**config.mk**
```make
export PLATFORM = sky130hd
export DESIGN_NAME = round_robin_time_slice_scheduler
export DESIGN_NICKNAME = d
export VERILOG_FILES = /design/src/rtl/core/rrts_pkg.sv /design/src/rtl/core/rrts_cell.sv /design/src/rtl/core/rrts_queue.sv /design/src/rtl/core/round_robin_time_slice_scheduler.sv
export SDC_FILE = /design/constraint.sdc
export NUM_CORES = 2
export LEC_CHECK = 0
export BUFFER_PORTS_ARGS = -buffer_cell sky130_fd_sc_hd__buf_2
export CAP_MARGIN = 20
export CELL_PAD_IN_SITES_DETAIL_PLACEMENT = 0
export CELL_PAD_IN_SITES_GLOBAL_PLACEMENT = 1
export CORE_AREA = 2 2 471 473
export CTS_BUF_LIST = sky130_fd_sc_hd__clkbuf_4
export CTS_CLUSTER_DIAMETER = 80
export CTS_CLUSTER_SIZE = 10
export DETAILED_ROUTE_END_ITERATION = 6
export DIE_AREA = 0 0 473 475
export PLACE_DENSITY_LB_ADDON = 0.1
export SETUP_SLACK_MARGIN = 0.02
export SLEW_MARGIN = 20
export SYNTH_ARGS = -nofsm -noshare
export SYNTH_HDL_FRONTEND = slang
export SYNTH_SLANG_ARGS = --single-unit
```
**constraint.sdc**
```tcl
create_clock -name i_clk -period 13.8 [get_ports i_clk]
set_clock_uncertainty 0.2 [all_clocks]
set_input_delay 2.07 -clock i_clk [delete_from_list [all_inputs] [get_ports i_clk]]
set_output_delay 2.07 -clock i_clk [all_outputs]
set_load 0.02 [all_outputs]
```
**src/rtl/core/rrts_pkg.sv**
```systemverilog
package rrts_pkg;

    // Sizing
    localparam int MAX_TASKS = 16;
    localparam int TIME_W    = 32;
    localparam int ID_W      = 4;
    localparam int BURST_W   = 16;
    localparam int QUANT_W   = 8;
    localparam int OUT_W     = 32;
    localparam int CMP_W     = (TIME_W > BURST_W) ? TIME_W : BURST_W;

    // Configuration port
    localparam int APB_AW = 3;
    localparam int APB_DW = 32;
    localparam logic [APB_AW-3:0] REG_QUANTUM = '0;
    localparam logic [QUANT_W-1:0] QUANT_RESET = QUANT_W'(4);

    // Request modes
    localparam logic MODE_ARRIVE = 1'b0;
    localparam logic MODE_TICK   = 1'b1;

    // One task record as it travels down the ready queue
    typedef struct packed {
        logic [ID_W-1:0]    id;
        logic [TIME_W-1:0]  arrival;
        logic [BURST_W-1:0] burst;
        logic [BURST_W-1:0] remaining;
        logic               started;
    } t_task;

    // Queue commands from the sequencer
    typedef struct packed {
        logic push;
        logic pop;
    } t_qctl;

    // Queue status back to the sequencer
    typedef struct packed {
        logic head_valid;
        logic full;
        logic hit;
    } t_qstat;

    typedef enum logic [3:0] {
        ST_IDLE = 4'b0001,
        ST_DISP = 4'b0010,
        ST_RUN  = 4'b0100,
        ST_FIN  = 4'b1000
    } t_state;

    // Clamp a time value to the 32-bit result fields
    function automatic logic [OUT_W-1:0] sat_out(input logic [TIME_W-1:0] v);
        logic [TIME_W+OUT_W-1:0] wide;
        wide = (TIME_W+OUT_W)'(v);
        if ((wide >> OUT_W) != '0) begin
            return '1;
        end
        return wide[OUT_W-1:0];
    endfunction

endpackage

```
**src/rtl/core/rrts_cell.sv**
```systemverilog
module rrts_cell import rrts_pkg::*; (
    input  logic            i_clk,
    input  logic            i_rst_n,
    input  t_qctl           i_ctl,
    input  t_task           i_push_rec,
    input  logic            i_left_valid,
    input  logic            i_right_valid,
    input  t_task           i_right_rec,
    input  logic [ID_W-1:0] i_probe_id,
    output logic            o_valid,
    output t_task           o_rec,
    output logic            o_hit
);

    logic  r_valid;
    t_task r_rec;

    // On pop, shift toward the head; the last occupied cell takes a
    // simultaneous push. Otherwise the first empty cell takes the push.
    always_ff @(posedge i_clk) begin
        if (!i_rst_n) begin
            r_valid <= 1'b0;
        end else if (i_ctl.pop) begin
            if (i_right_valid) begin
                r_valid <= 1'b1;
                r_rec   <= i_right_rec;
            end else if (r_valid && i_ctl.push) begin
                r_valid <= 1'b1;
                r_rec   <= i_push_rec;
            end else begin
                r_valid <= 1'b0;
            end
        end else if (i_ctl.push && !r_valid && i_left_valid) begin
            r_valid <= 1'b1;
            r_rec   <= i_push_rec;
        end
    end

    assign o_valid = r_valid;
    assign o_rec   = r_rec;
    assign o_hit   = r_valid && (r_rec.id == i_probe_id);

endmodule

```
**src/rtl/core/rrts_queue.sv**
```systemverilog
module rrts_queue import rrts_pkg::*; (
    input  logic            i_clk,
    input  logic            i_rst_n,
    input  t_qctl           i_ctl,
    input  t_task           i_push_rec,
    input  logic [ID_W-1:0] i_probe_id,
    output t_task           o_head,
    output t_qstat          o_stat
);

    logic  [MAX_TASKS-1:0] valid;
    logic  [MAX_TASKS-1:0] hit;
    t_task                 rec [MAX_TASKS];

    for (genvar g = 0; g < MAX_TASKS; g++) begin : g_cell
        logic  left_valid;
        logic  right_valid;
        t_task right_rec;

        if (g == 0) begin : g_first
            assign left_valid = 1'b1;
        end else begin : g_inner
            assign left_valid = valid[g-1];
        end

        if (g == MAX_TASKS-1) begin : g_last
            assign right_valid = 1'b0;
            assign right_rec   = '0;
        end else begin : g_next
            assign right_valid = valid[g+1];
            assign right_rec   = rec[g+1];
        end

        rrts_cell u_cell (
            .i_clk         (i_clk),
            .i_rst_n       (i_rst_n),
            .i_ctl         (i_ctl),
            .i_push_rec    (i_push_rec),
            .i_left_valid  (left_valid),
            .i_right_valid (right_valid),
            .i_right_rec   (right_rec),
            .i_probe_id    (i_probe_id),
            .o_valid       (valid[g]),
            .o_rec         (rec[g]),
            .o_hit         (hit[g])
        );
    end

    assign o_head            = rec[0];
    assign o_stat.head_valid = valid[0];
    assign o_stat.full       = valid[MAX_TASKS-1];
    assign o_stat.hit        = |hit;

endmodule

```
**src/rtl/core/round_robin_time_slice_scheduler.sv**
```systemverilog
// Preemptive round-robin scheduler. Each request is either an arrival
// (mode 0: enqueue task_id with burst_length, stamped with the current
// time) or a tick (mode 1: run the current task for one time unit,
// dispatching the queue head first when nothing runs or the quantum has
// run out and a task waits; an unfinished current task goes back to the
// tail behind earlier arrivals). Every request yields exactly one result.
// The sequencer steps a tick through queue update and dispatch, then the
// run step with the response and turnaround subtractions, then the
// waiting-time subtraction and the output register; an arrival skips the
// run step. A new request is taken only when the sequencer is idle; a
// result waiting in the output register does not block it, but the next
// result is held until that one is taken. The ready queue is a row of
// MAX_TASKS cells that shift toward the head on every dispatch, each cell
// holding a whole task record (id, arrival, burst, remaining, started), so
// no separate per-task tables exist. time_quantum (APB address 0, reset 4)
// may be written only while no request is in flight.
module round_robin_time_slice_scheduler import rrts_pkg::*; (
    input  logic                i_clk,
    input  logic                i_rst_n,
    // Configuration port
    input  logic                psel,
    input  logic                penable,
    input  logic                pwrite,
    input  logic [APB_AW-1:0]   paddr,
    input  logic [APB_DW-1:0]   pwdata,
    output logic [APB_DW-1:0]   prdata,
    output logic                pready,
    // Request channel
    input  logic                i_in_valid,
    output logic                o_in_ready,
    input  logic                i_mode,
    input  logic [ID_W-1:0]     i_task_id,
    input  logic [BURST_W-1:0]  i_burst_length,
    // Result channel
    output logic                o_out_valid,
    input  logic                i_out_ready,
    output logic                o_accepted,
    output logic [OUT_W-1:0]    o_now_time,
    output logic                o_running_valid,
    output logic [ID_W-1:0]     o_running_id,
    output logic                o_first_start,
    output logic [OUT_W-1:0]    o_response_time,
    output logic                o_preempted,
    output logic                o_completed,
    output logic [OUT_W-1:0]    o_turnaround_time,
    output logic [OUT_W-1:0]    o_waiting_time
);

    t_state               r_state;

    // Latched request
    logic                 r_mode;
    logic [ID_W-1:0]      r_id;
    logic [BURST_W-1:0]   r_burst;

    // Scheduler state
    logic [QUANT_W-1:0]   r_quantum;
    logic [QUANT_W-1:0]   r_qleft;
    logic [TIME_W-1:0]    r_time;
    logic [TIME_W-1:0]    r_fin;
    t_task                r_cur;
    logic                 r_cur_valid;

    // Result being built
    logic                 r_acc;
    logic                 r_run;
    logic                 r_first;
    logic                 r_pre;
    logic                 r_done;
    logic [OUT_W-1:0]     r_now;
    logic [TIME_W-1:0]    r_resp;
    logic [TIME_W-1:0]    r_tat;

    // Output register
    logic                 r_out_valid;
    logic                 r_o_accepted;
    logic [OUT_W-1:0]     r_o_now_time;
    logic                 r_o_running_valid;
    logic [ID_W-1:0]      r_o_running_id;
    logic                 r_o_first_start;
    logic [OUT_W-1:0]     r_o_response_time;
    logic                 r_o_preempted;
    logic                 r_o_completed;
    logic [OUT_W-1:0]     r_o_turnaround_time;
    logic [OUT_W-1:0]     r_o_waiting_time;

    t_qctl                qctl;
    t_qstat               qstat;
    t_task                q_head;
    t_task                disp_rec;
    t_task                push_rec;
    t_task                arrive_rec;
    logic                 in_fire;
    logic                 cfg_write;
    logic                 id_active;
    logic                 arrive_ok;
    logic                 dispatch;
    logic                 requeue;
    logic [BURST_W-1:0]   rem_next;
    logic [CMP_W:0]       wt_diff;
    logic [TIME_W-1:0]    wt;
    logic                 out_free;

    // ---------------------------------------------------------------
    // Configuration: one register, no wait states
    // ---------------------------------------------------------------
    assign pready    = 1'b1;
    assign cfg_write = psel && penable && pwrite && pready
                       && (paddr[APB_AW-1:2] == REG_QUANTUM);
    assign prdata    = (paddr[APB_AW-1:2] == REG_QUANTUM)
                       ? APB_DW'(r_quantum) : '0;

    always_ff @(posedge i_clk) begin
        if (!i_rst_n) begin
            r_quantum <= QUANT_RESET;
        end else if (cfg_write) begin
            r_quantum <= pwdata[QUANT_W-1:0];
        end
    end

    // ---------------------------------------------------------------
    // Ready queue
    // ---------------------------------------------------------------
    assign o_in_ready = (r_state == ST_IDLE);
    assign in_fire    = i_in_valid && o_in_ready;

    // An id is active while queued or running
    assign id_active = qstat.hit || (r_cur_valid && (r_cur.id == r_id));
    assign arrive_ok = (r_burst != '0) && !id_active && !qstat.full
                       && (int'(r_id) < MAX_TASKS);

    // Dispatch when idle or the slice is spent, and someone waits
    assign dispatch = (!r_cur_valid || (r_qleft == '0)) && qstat.head_valid;
    assign requeue  = dispatch && r_cur_valid && (r_cur.remaining != '0);

    always_comb begin
        arrive_rec.id        = r_id;
        arrive_rec.arrival   = r_time;
        arrive_rec.burst     = r_burst;
        arrive_rec.remaining = r_burst;
        arrive_rec.started   = 1'b0;
    end

    // Queue head as it becomes the current task: mark it started
    always_comb begin
        disp_rec         = q_head;
        disp_rec.started = 1'b1;
    end

    assign push_rec = (r_mode == MODE_ARRIVE) ? arrive_rec : r_cur;

    always_comb begin
        qctl = '0;
        if (r_state == ST_DISP) begin
            if (r_mode == MODE_ARRIVE) begin
                qctl.push = arrive_ok;
            end else begin
                qctl.push = requeue;
                qctl.pop  = dispatch;
            end
        end
    end

    rrts_queue u_queue (
        .i_clk      (i_clk),
        .i_rst_n    (i_rst_n),
        .i_ctl      (qctl),
        .i_push_rec (push_rec),
        .i_probe_id (r_id),
        .o_head     (q_head),
        .o_stat     (qstat)
    );

    // ---------------------------------------------------------------
    // Sequencer
    // ---------------------------------------------------------------
    assign rem_next = r_cur.remaining - BURST_W'(r_cur.remaining != '0);
    // Waiting time: turnaround minus burst, clamped at zero
    assign wt_diff  = {1'b0, CMP_W'(r_tat)} - {1'b0, CMP_W'(r_cur.burst)};
    assign wt       = wt_diff[CMP_W] ? '0 : wt_diff[TIME_W-1:0];
    assign out_free = !r_out_valid || i_out_ready;

    always_ff @(posedge i_clk) begin
        if (!i_rst_n) begin
            r_state     <= ST_IDLE;
            r_cur_valid <= 1'b0;
            r_qleft     <= QUANT_RESET;
            r_time      <= '0;
        end else begin
            unique case (r_state)
                ST_IDLE: begin
                    if (in_fire) begin
                        r_mode  <= i_mode;
                        r_id    <= i_task_id;
                        r_burst <= i_burst_length;
                        r_now   <= sat_out(r_time);
                        // Saturating successor of the current time
                        r_fin   <= (r_time == '1) ? r_time : r_time + 1'b1;
                        r_acc   <= 1'b0;
                        r_run   <= 1'b0;
                        r_first <= 1'b0;
                        r_pre   <= 1'b0;
                        r_done  <= 1'b0;
                        r_state <= ST_DISP;
                    end
                end
                ST_DISP: begin
                    if (r_mode == MODE_ARRIVE) begin
                        r_acc   <= arrive_ok;
                        r_state <= ST_FIN;
                    end else begin
                        if (dispatch) begin
                            // Take the head with a fresh slice
                            r_cur         <= disp_rec;
                            r_cur_valid   <= 1'b1;
                            r_qleft       <= r_quantum;
                            r_first       <= !q_head.started;
                            r_pre         <= requeue;
                        end
                        r_state <= ST_RUN;
                    end
                end
                ST_RUN: begin
                    if (r_cur_valid) begin
                        r_run           <= 1'b1;
                        r_cur.remaining <= rem_next;
                        r_resp          <= r_time - r_cur.arrival;
                        r_tat           <= r_fin - r_cur.arrival;
                        if (rem_next == '0) begin
                            // Finished: free the slot, reload the slice
                            r_done      <= 1'b1;
                            r_cur_valid <= 1'b0;
                            r_qleft     <= r_quantum;
                        end else if (r_qleft != '0) begin
                            r_qleft <= r_qleft - 1'b1;
                        end
                    end
                    r_time  <= r_fin;
                    r_state <= ST_FIN;
                end
                ST_FIN: begin
                    // Hold here until the output register has room
                    if (out_free) begin
                        r_state <= ST_IDLE;
                    end
                end
                default: begin
                    r_state <= ST_IDLE;
                end
            endcase
        end
    end

    // ---------------------------------------------------------------
    // Output register
    // ---------------------------------------------------------------
    always_ff @(posedge i_clk) begin
        if (!i_rst_n) begin
            r_out_valid <= 1'b0;
        end else if ((r_state == ST_FIN) && out_free) begin
            r_out_valid <= 1'b1;
        end else if (i_out_ready) begin
            r_out_valid <= 1'b0;
        end
    end

    always_ff @(posedge i_clk) begin
        if ((r_state == ST_FIN) && out_free) begin
            r_o_accepted        <= r_acc;
            r_o_now_time        <= r_now;
            r_o_running_valid   <= r_run;
            r_o_running_id      <= r_run ? r_cur.id : '0;
            r_o_first_start     <= r_first;
            r_o_response_time   <= r_first ? sat_out(r_resp) : '0;
            r_o_preempted       <= r_pre;
            r_o_completed       <= r_done;
            r_o_turnaround_time <= r_done ? sat_out(r_tat) : '0;
            r_o_waiting_time    <= r_done ? sat_out(wt) : '0;
        end
    end

    assign o_out_valid       = r_out_valid;
    assign o_accepted        = r_o_accepted;
    assign o_now_time        = r_o_now_time;
    assign o_running_valid   = r_o_running_valid;
    assign o_running_id      = r_o_running_id;
    assign o_first_start     = r_o_first_start;
    assign o_response_time   = r_o_response_time;
    assign o_preempted       = r_o_preempted;
    assign o_completed       = r_o_completed;
    assign o_turnaround_time = r_o_turnaround_time;
    assign o_waiting_time    = r_o_waiting_time;

endmodule

```
Word level (Yosys, flattened, before mapping)
Cells that the tools add are included.
{"block": "totals", "regBits": 1533, "latchBits": 0, "mem_bits_rw": 0, "rom_bits": 0, "in_bits": 63, "out_inout_bits": 172, "elab_cells": 506, "memories": 0}
{"block": "op_classes", "n_addsub": 6, "n_mul": 0, "div_mod_pow": 0, "magnitude_cmp": 0, "eq_ne": 46, "shift": 0, "mux": 175, "bitwise": 1, "reduce_logical": 150}
{"operator": "$mux 69", "n": 64}
{"operator": "$mux 32", "n": 6}
{"operator": "$mux 1", "n": 83}
{"operator": "$logic_and 1x1->1", "n": 74}
{"operator": "$eq 4x4->1", "n": 17}
{"operator": "$sub 32x32->32", "n": 2}
{"operator": "$reduce_and 3->1", "n": 19}
{"operator": "$mux 8", "n": 6}
{"operator": "$ne 3x1->1 const B", "n": 15}
{"operator": "$reduce_bool 2->1", "n": 20}
{"operator": "$mux 17", "n": 2}
{"operator": "$sub 32x16->33", "n": 1}
{"operator": "$add 32x1->32 const B", "n": 1}
{"operator": "$eq 32x32->1 const B", "n": 1}
{"operator": "$pmux 16 s2", "n": 1}
{"operator": "$reduce_bool 16->1", "n": 2}
{"operator": "$logic_not 1->1", "n": 20}
{"operator": "$reduce_and 5->1", "n": 4}
{"operator": "$logic_not 16->1", "n": 1}
{"operator": "$mux 16", "n": 1}
{"operator": "$pmux 4 s4", "n": 1}
{"operator": "$pmux 8 s2", "n": 1}
{"operator": "$reduce_or 16->1", "n": 1}
{"operator": "$sub 16x1->16", "n": 1}
{"operator": "other kinds (17)", "n": 34}

Depth between registers and ports, before layout
{"block": "depth", "depth_word": 13, "mapped_depth": 19, "depth_no_buf": 15}

Hierarchy
Synthesis repeated with hierarchy kept, for this count alone.
{"block": "hier_totals", "hier_cells": 4404, "area_unflattened_um2": 69648.0}
{"module": "rrts_cell", "instances": 16, "cells_per_inst": 163, "area_per_inst_um2": 3065.4, "seq_area_each_um2": 2092.0}
{"module": "round_robin_time_slice_scheduler", "instances": 1, "cells_per_inst": 1787, "area_per_inst_um2": 20547.2, "seq_area_each_um2": 11861.4}
{"module": "rrts_queue", "instances": 1, "cells_per_inst": 9, "area_per_inst_um2": 53.8, "seq_area_each_um2": 0.0}

Least setup slack after synthesis
No wires, ideal clock.
{"block": "synth_path", "kind": "input port to flip-flop", "start": "in i_out_ready", "end": "reg r_o_accepted, in the netlist o_accepted, enable pin", "setup_time_ns": 0.802, "arrival_ns": 11.404, "required_ns": 12.798, "slack_ns": 1.393, "cell_stages": 2, "path_buffers": 0, "path_cell_list": "nor2b_1 nor3_1"}
{"block": "synth_between", "elab_chain_cells": 2}
{"element": "from (decl)", "line_no": "round_robin_time_slice_scheduler.sv:36", "rtl": "input logic i_out_ready,"}
{"element": "$logic_or 1x1->1", "line_no": "round_robin_time_slice_scheduler.sv:181", "rtl": "assign out_free = !r_out_valid || i_out_ready;"}
{"element": "$logic_and 1x1->1", "line_no": "round_robin_time_slice_scheduler.sv:268", "rtl": "if ((r_state == ST_FIN) && out_free) begin"}
{"element": "to (signal assigned)", "line_no": "round_robin_time_slice_scheduler.sv:269", "rtl": "r_o_accepted <= r_acc;"}
{"element": "to (decl)", "line_no": "round_robin_time_slice_scheduler.sv:76", "rtl": "logic r_o_accepted;"}
No other way between the ends.
A chain may end at the register's enable or synchronous reset.

Final worst setup path
{"block": "layout_path", "start": "reg r_qleft[4]", "end": "reg u_queue.g_cell[2].u_cell.r_rec, in the netlist u_queue.g_cell[2].u_cell.o_rec[39], enable pin"}
{"block": "layout_between", "elab_chain_cells": 11, "word_cells_on_any_way": 14, "cone_classes": "1 x eq/ne; 3 x mux; 10 x reduce/logical"}
{"element": "from (decl)", "line_no": "round_robin_time_slice_scheduler.sv:58", "rtl": "logic [QUANT_W-1:0] r_qleft;"}
{"element": "from (signal assigned)", "line_no": "round_robin_time_slice_scheduler.sv:216", "rtl": "r_qleft <= r_quantum;"}
{"element": "from (signal assigned)", "line_no": "round_robin_time_slice_scheduler.sv:233", "rtl": "r_qleft <= r_quantum;"}
{"element": "from (signal assigned)", "line_no": "round_robin_time_slice_scheduler.sv:235", "rtl": "r_qleft <= r_qleft - 1'b1;"}
{"element": "$logic_not 8->1 *", "line_no": "round_robin_time_slice_scheduler.sv:133", "rtl": "assign dispatch = (!r_cur_valid || (r_qleft == '0)) && qstat.head_valid;"}
{"element": "$logic_or 1x1->1 *", "line_no": "round_robin_time_slice_scheduler.sv:133"}
{"element": "$logic_and 1x1->1 *", "line_no": "round_robin_time_slice_scheduler.sv:133"}
{"element": "$logic_and 1x1->1 (2 in a row)", "line_no": "round_robin_time_slice_scheduler.sv:134", "rtl": "assign requeue = dispatch && r_cur_valid && (r_cur.remaining != '0);"}
{"element": "$mux 1", "line_no": "round_robin_time_slice_scheduler.sv:155", "rtl": "if (r_mode == MODE_ARRIVE) begin"}
{"element": "$mux 2 *", "line_no": "round_robin_time_slice_scheduler.sv:154", "rtl": "if (r_state == ST_DISP) begin"}
{"element": "$logic_and 1x1->1 (2 in a row)", "line_no": "rrts_cell.sv:33", "rtl": "end else if (i_ctl.push && !r_valid && i_left_valid) begin"}
{"element": "$reduce_bool 2->1 (no line)"}
{"element": "$reduce_and 3->1 (no line) *"}
{"element": "to (signal assigned)", "line_no": "rrts_cell.sv:26", "rtl": "r_rec <= i_right_rec;"}
{"element": "to (signal assigned)", "line_no": "rrts_cell.sv:29", "rtl": "r_rec <= i_push_rec;"}
{"element": "to (signal assigned)", "line_no": "rrts_cell.sv:35", "rtl": "r_rec <= i_push_rec;"}
{"element": "to (decl)", "line_no": "rrts_cell.sv:16", "rtl": "t_task r_rec;"}
Every way passes the cells marked *; elsewhere a longest branch is shown, timed or not.

==> reports/summary.json <==
{
  "rrSetupSlack_ns": 8.51,
  "worst_hold_stages": 0,
  "grt_setup_unrepaired": "false",
  "global_route_wire_length_before_repair_mm": 243,
  "worstSetupEndpointType": "flip-flop",
  "antenna_violating_nets_post_route": 0,
  "critical-path-max-stage-delay_ns": 0.71,
  "crit_fanout": 57,
  "std_cell_rows": 172,
  "die_height_um": 475,
  "timing.rr.start": "r_qleft[4]",
  "drt_wirelength_mm": 160,
  "grt_remaining_overflow": 0,
  "antenna_violations_before_repair": 9,
  "report.final.slew_viol_count": 0,
  "yosysTopAreaCell": "sky130_fd_sc_hd__edfxtp_1",
  "hold_class": "flip-flop to flip-flop",
  "drtPass1Iterations": 5,
  "synth_cell_types": 72,
  "layout-drive-gt1-share_pct": 11.1,
  "synth_area_mm2": 0.0655,
  "netlist_instances": 5465,
  "n_fill_cell": 22000,
  "cts.htree.levels": 4,
  "cts-hold-fix-buffers": 0,
  "crit_top_cell": "sky130_fd_sc_hd__buf_4",
  "port_buffers": 183,
  "worst_r2r_endpoint": "u_queue.g_cell[2].u_cell.o_rec[39]",
  "floorplan.die_area_mm2": 0.225,
  "cell_breakdown_of_the_critical_path": "nor3_1, nand4b_1, nand2_1, and4_2, buf_4, nand2_4, o21ai_0, a21oi_1, nor2b_4, buf_4",
  "fin_ws_ns": 8.51,
  "ir_worst_vdd_mv": 0.0782,
  "min_to": "r_cur[22]",
  "ys_warn_count": 0,
  "status": "finished, final reports clean",
  "gpl.final_weighted_congestion": 0.804,
  "criticalPathCategory": "flip-flop to flip-flop",
  "cts_max_path_buffers": 3,
  "drv.max_cap_violation_count": 0,
  "transition_time_at_the_pin_with_the_least_slew_margin_ns": 1.12,
  "drt-wirelength-per-cell_um": 18.8,
  "initial_utilization_pct": 29.9,
  "core-area_mm2": 0.219,
  "via_per_inst": 4.63,
  "cts_repair_resize_count": 0,
  "final_period_minus_worst_setup_slack_ns": 5.29,
  "fin_nets": 5715,
  "start_kind": "flip-flop",
  "first_global_vias": 37200,
  "min_from": "u_queue.g_cell[0].u_cell.o_rec[22]",
  "insertion_delay_ns": 1.25,
  "power_density_mw_per_mm2": 109,
  "cts_buffers": 173,
  "ys_top_cells_by_area": "sky130_fd_sc_hd__edfxtp_1 (67%), sky130_fd_sc_hd__a21oi_1 (8.6%), sky130_fd_sc_hd__nor2_1 (6.3%)",
  "post_synthesis_area_per_instance_um2": 12.0,
  "root_buffer": "sky130_fd_sc_hd__clkbuf_4",
  "maximum_number_of_pins_on_one_net_before_global_route_repair": 121,
  "mostFrequentLayoutCells": "sky130_fd_sc_hd__edfxtp_1 (1463), sky130_fd_sc_hd__a21oi_1 (1106), sky130_fd_sc_hd__nor2_1 (1103)",
  "multi_input_comb_area_mm2": 0.0186,
  "cts_tree": "built",
  "worst-endpoint-arrival_ns": 5.95,
  "drc": 0,
  "max_clock_freq_ghz": 0.189,
  "fin_tns_setup_ns": 0,
  "ys_seq_elements": 1533,
  "mostFrequentLayoutCell": "sky130_fd_sc_hd__edfxtp_1",
  "critPathRequiredTime_ns": 14.47,
  "cts.repair_timing.setup_buffer_count": 0,
  "number_of_enable_type_register_cells_in_the_synthesized_netlist": 1463,
  "dieWidth_um": 473,
  "setup-violations-final": 0,
  "final_min_period_over_clock_period_pct": 38.3,
  "clkTransAtPathRegs_ns": 0.13,
  "place_hpwl_mm": 108,
  "ioPinCount": 235,
  "total_leakage_power_nw": 25.5,
  "synth_top_area_share_pct": 67.0,
  "yosysSeqAreaShare_pct": 69.2,
  "ys_dominant_reg_cell": "sky130_fd_sc_hd__edfxtp_1",
  "overall_global_routing_usage_pct": 14.1,
  "register_cell_area_after_layout_mm2": 0.0453,
  "timing.critical_path.slowest_stage_cell": "sky130_fd_sc_hd__and4_2",
  "vias": 39400,
  "max-slew-margin-rel_pct": 25.2,
  "clkSinkCount": 1533,
  "async_flop_share_pct": 0,
  "dpl_worst_slack_ns": 8.27,
  "worst_hold_slack_ns": 0.217,
  "area.growth.synth_to_final_pct": 9.43,
  "worst-r2r-cell-count": 10,
  "hold_violations": 0,
  "dr.first_iter.drc_count": 2687
}
-- metrics by stage --
step | area, um^2 | utilization [%] | cells | total power [mW]
2_1_floorplan | 65600 | - | 5488 | 5.44
3_3_place_gp | 69800 | 31.9 | 8261 | 5.56
3_5_place_dp | 69800 | 31.9 | 8261 | 5.56
4_1_cts | 71700 | 32.7 | 8501 | 7.96
5_1_grt | 71700 | 32.7 | 8507 | 8.15
6_report | 71700 | 32.7 | 8508 | 7.78
-- state kept, by name, indices dropped and copies added, names as in the netlist, 4 cells and up --
signal	count
r_qleft	8
o_running_id	4
r_tat	32
o_response_time	32
r_now	32
o_now_time	32
u_queue.g_cell.u_cell.o_valid	16
u_queue.g_cell.u_cell.o_rec	1104
o_turnaround_time	32
r_resp	32
r_cur	68
r_fin	32
r_id	4
o_waiting_time	32
r_burst	16
r_quantum	8
r_state	4
r_time	32
-- Yosys cell counts, types with 16 or more instances --
library cell,number
sky130_fd_sc_hd__a21boi_0,59
sky130_fd_sc_hd__a21o_1,37
sky130_fd_sc_hd__a21oi_1,1128
sky130_fd_sc_hd__and2_1,88
sky130_fd_sc_hd__and3_1,24
sky130_fd_sc_hd__buf_4,26
sky130_fd_sc_hd__clkbuf_1,348
sky130_fd_sc_hd__dfxtp_1,70
sky130_fd_sc_hd__edfxtp_1,1463
sky130_fd_sc_hd__ha_1,83
sky130_fd_sc_hd__inv_1,155
sky130_fd_sc_hd__mux2i_1,40
sky130_fd_sc_hd__nand2_1,174
sky130_fd_sc_hd__nand3_1,25
sky130_fd_sc_hd__nand4_1,20
sky130_fd_sc_hd__nor2_1,1103
sky130_fd_sc_hd__nor2b_1,56
sky130_fd_sc_hd__nor3_1,39
sky130_fd_sc_hd__nor3b_1,16
sky130_fd_sc_hd__nor4_1,19
sky130_fd_sc_hd__o21a_1,40
sky130_fd_sc_hd__o21ai_0,80
sky130_fd_sc_hd__xnor2_1,103
sky130_fd_sc_hd__xor2_1,82
-- critical path, delay by kind of cell (launching register included) --
family	cells	cell delay, ns
and+or+nand+nor	6	2.84
buffers and inverters	2	1.13
DFF	1	0.37
AOI/OAI and AO/OA	2	0.32
-- logic make-up after synthesis --
| logic type | after synthesis | synth area share, % |
|---|---|---|
| adder cells (fa/ha/maj) | 86 | 1.68 |
| AO/OA/AOI/OAI | 1447 | 12.1 |
| buffers and inverters | 547 | 3.32 |
| XOR/XNOR | 185 | 2.47 |
| multiplexers | 42 | 0.645 |
| AND/OR/NAND/NOR | 1623 | 10.6 |
| flip-flops | 1533 | 69.2 |
| other | 2 | 0.0115 |
-- final cells by class --
cell class | instances | area share, %
timing repair buffer | 295 | 2.48
tap | 2871 | 5.01
clock buffer | 227 | 2.38
sequential | 1533 | 63.2
clock inverter | 13 | 0.164
inverter | 155 | 0.811
multi-input combinational | 3408 | 25.9
antenna | 6 | 0.0209
-- how the worst max path moves through the flow --
| stage | from | endpoint | cells after the start |
|---|---|---|---|
| 2_1_floorplan | i_out_ready | o_accepted | 2 |
| 3_3_place_gp | i_rst_n | u_queue.g_cell[10].u_cell.o_rec[48] | 5 |
| 4_1_cts | r_qleft[4] | u_queue.g_cell[2].u_cell.o_rec[68] | 10 |
| 5_1_grt | r_qleft[4] | u_queue.g_cell[2].u_cell.o_rec[68] | 10 |
| 3_5_place_dp | i_rst_n | u_queue.g_cell[10].u_cell.o_rec[51] | 5 |
| 6_report | r_qleft[4] | u_queue.g_cell[2].u_cell.o_rec[39] | 10 |
-- per-layer routing --
| metal | routed length [um] | global-route usage (%) |
|---|---|---|
| met3 | 6560 | 2.48 |
| met2 | 66400 | 20.3 |
| met4 | 3970 | 4.22 |
| met1 | 83300 | 21.3 |
| met5 | 13 | 0 |
-- power breakdown --
group,switching (mW),internal [mW]
Combinational,0.222,0.107
Sequential,0.0163,5.11
Clock,1.55,0.786
Total,1.79,6.00
(Power assumes the default switching activity.)
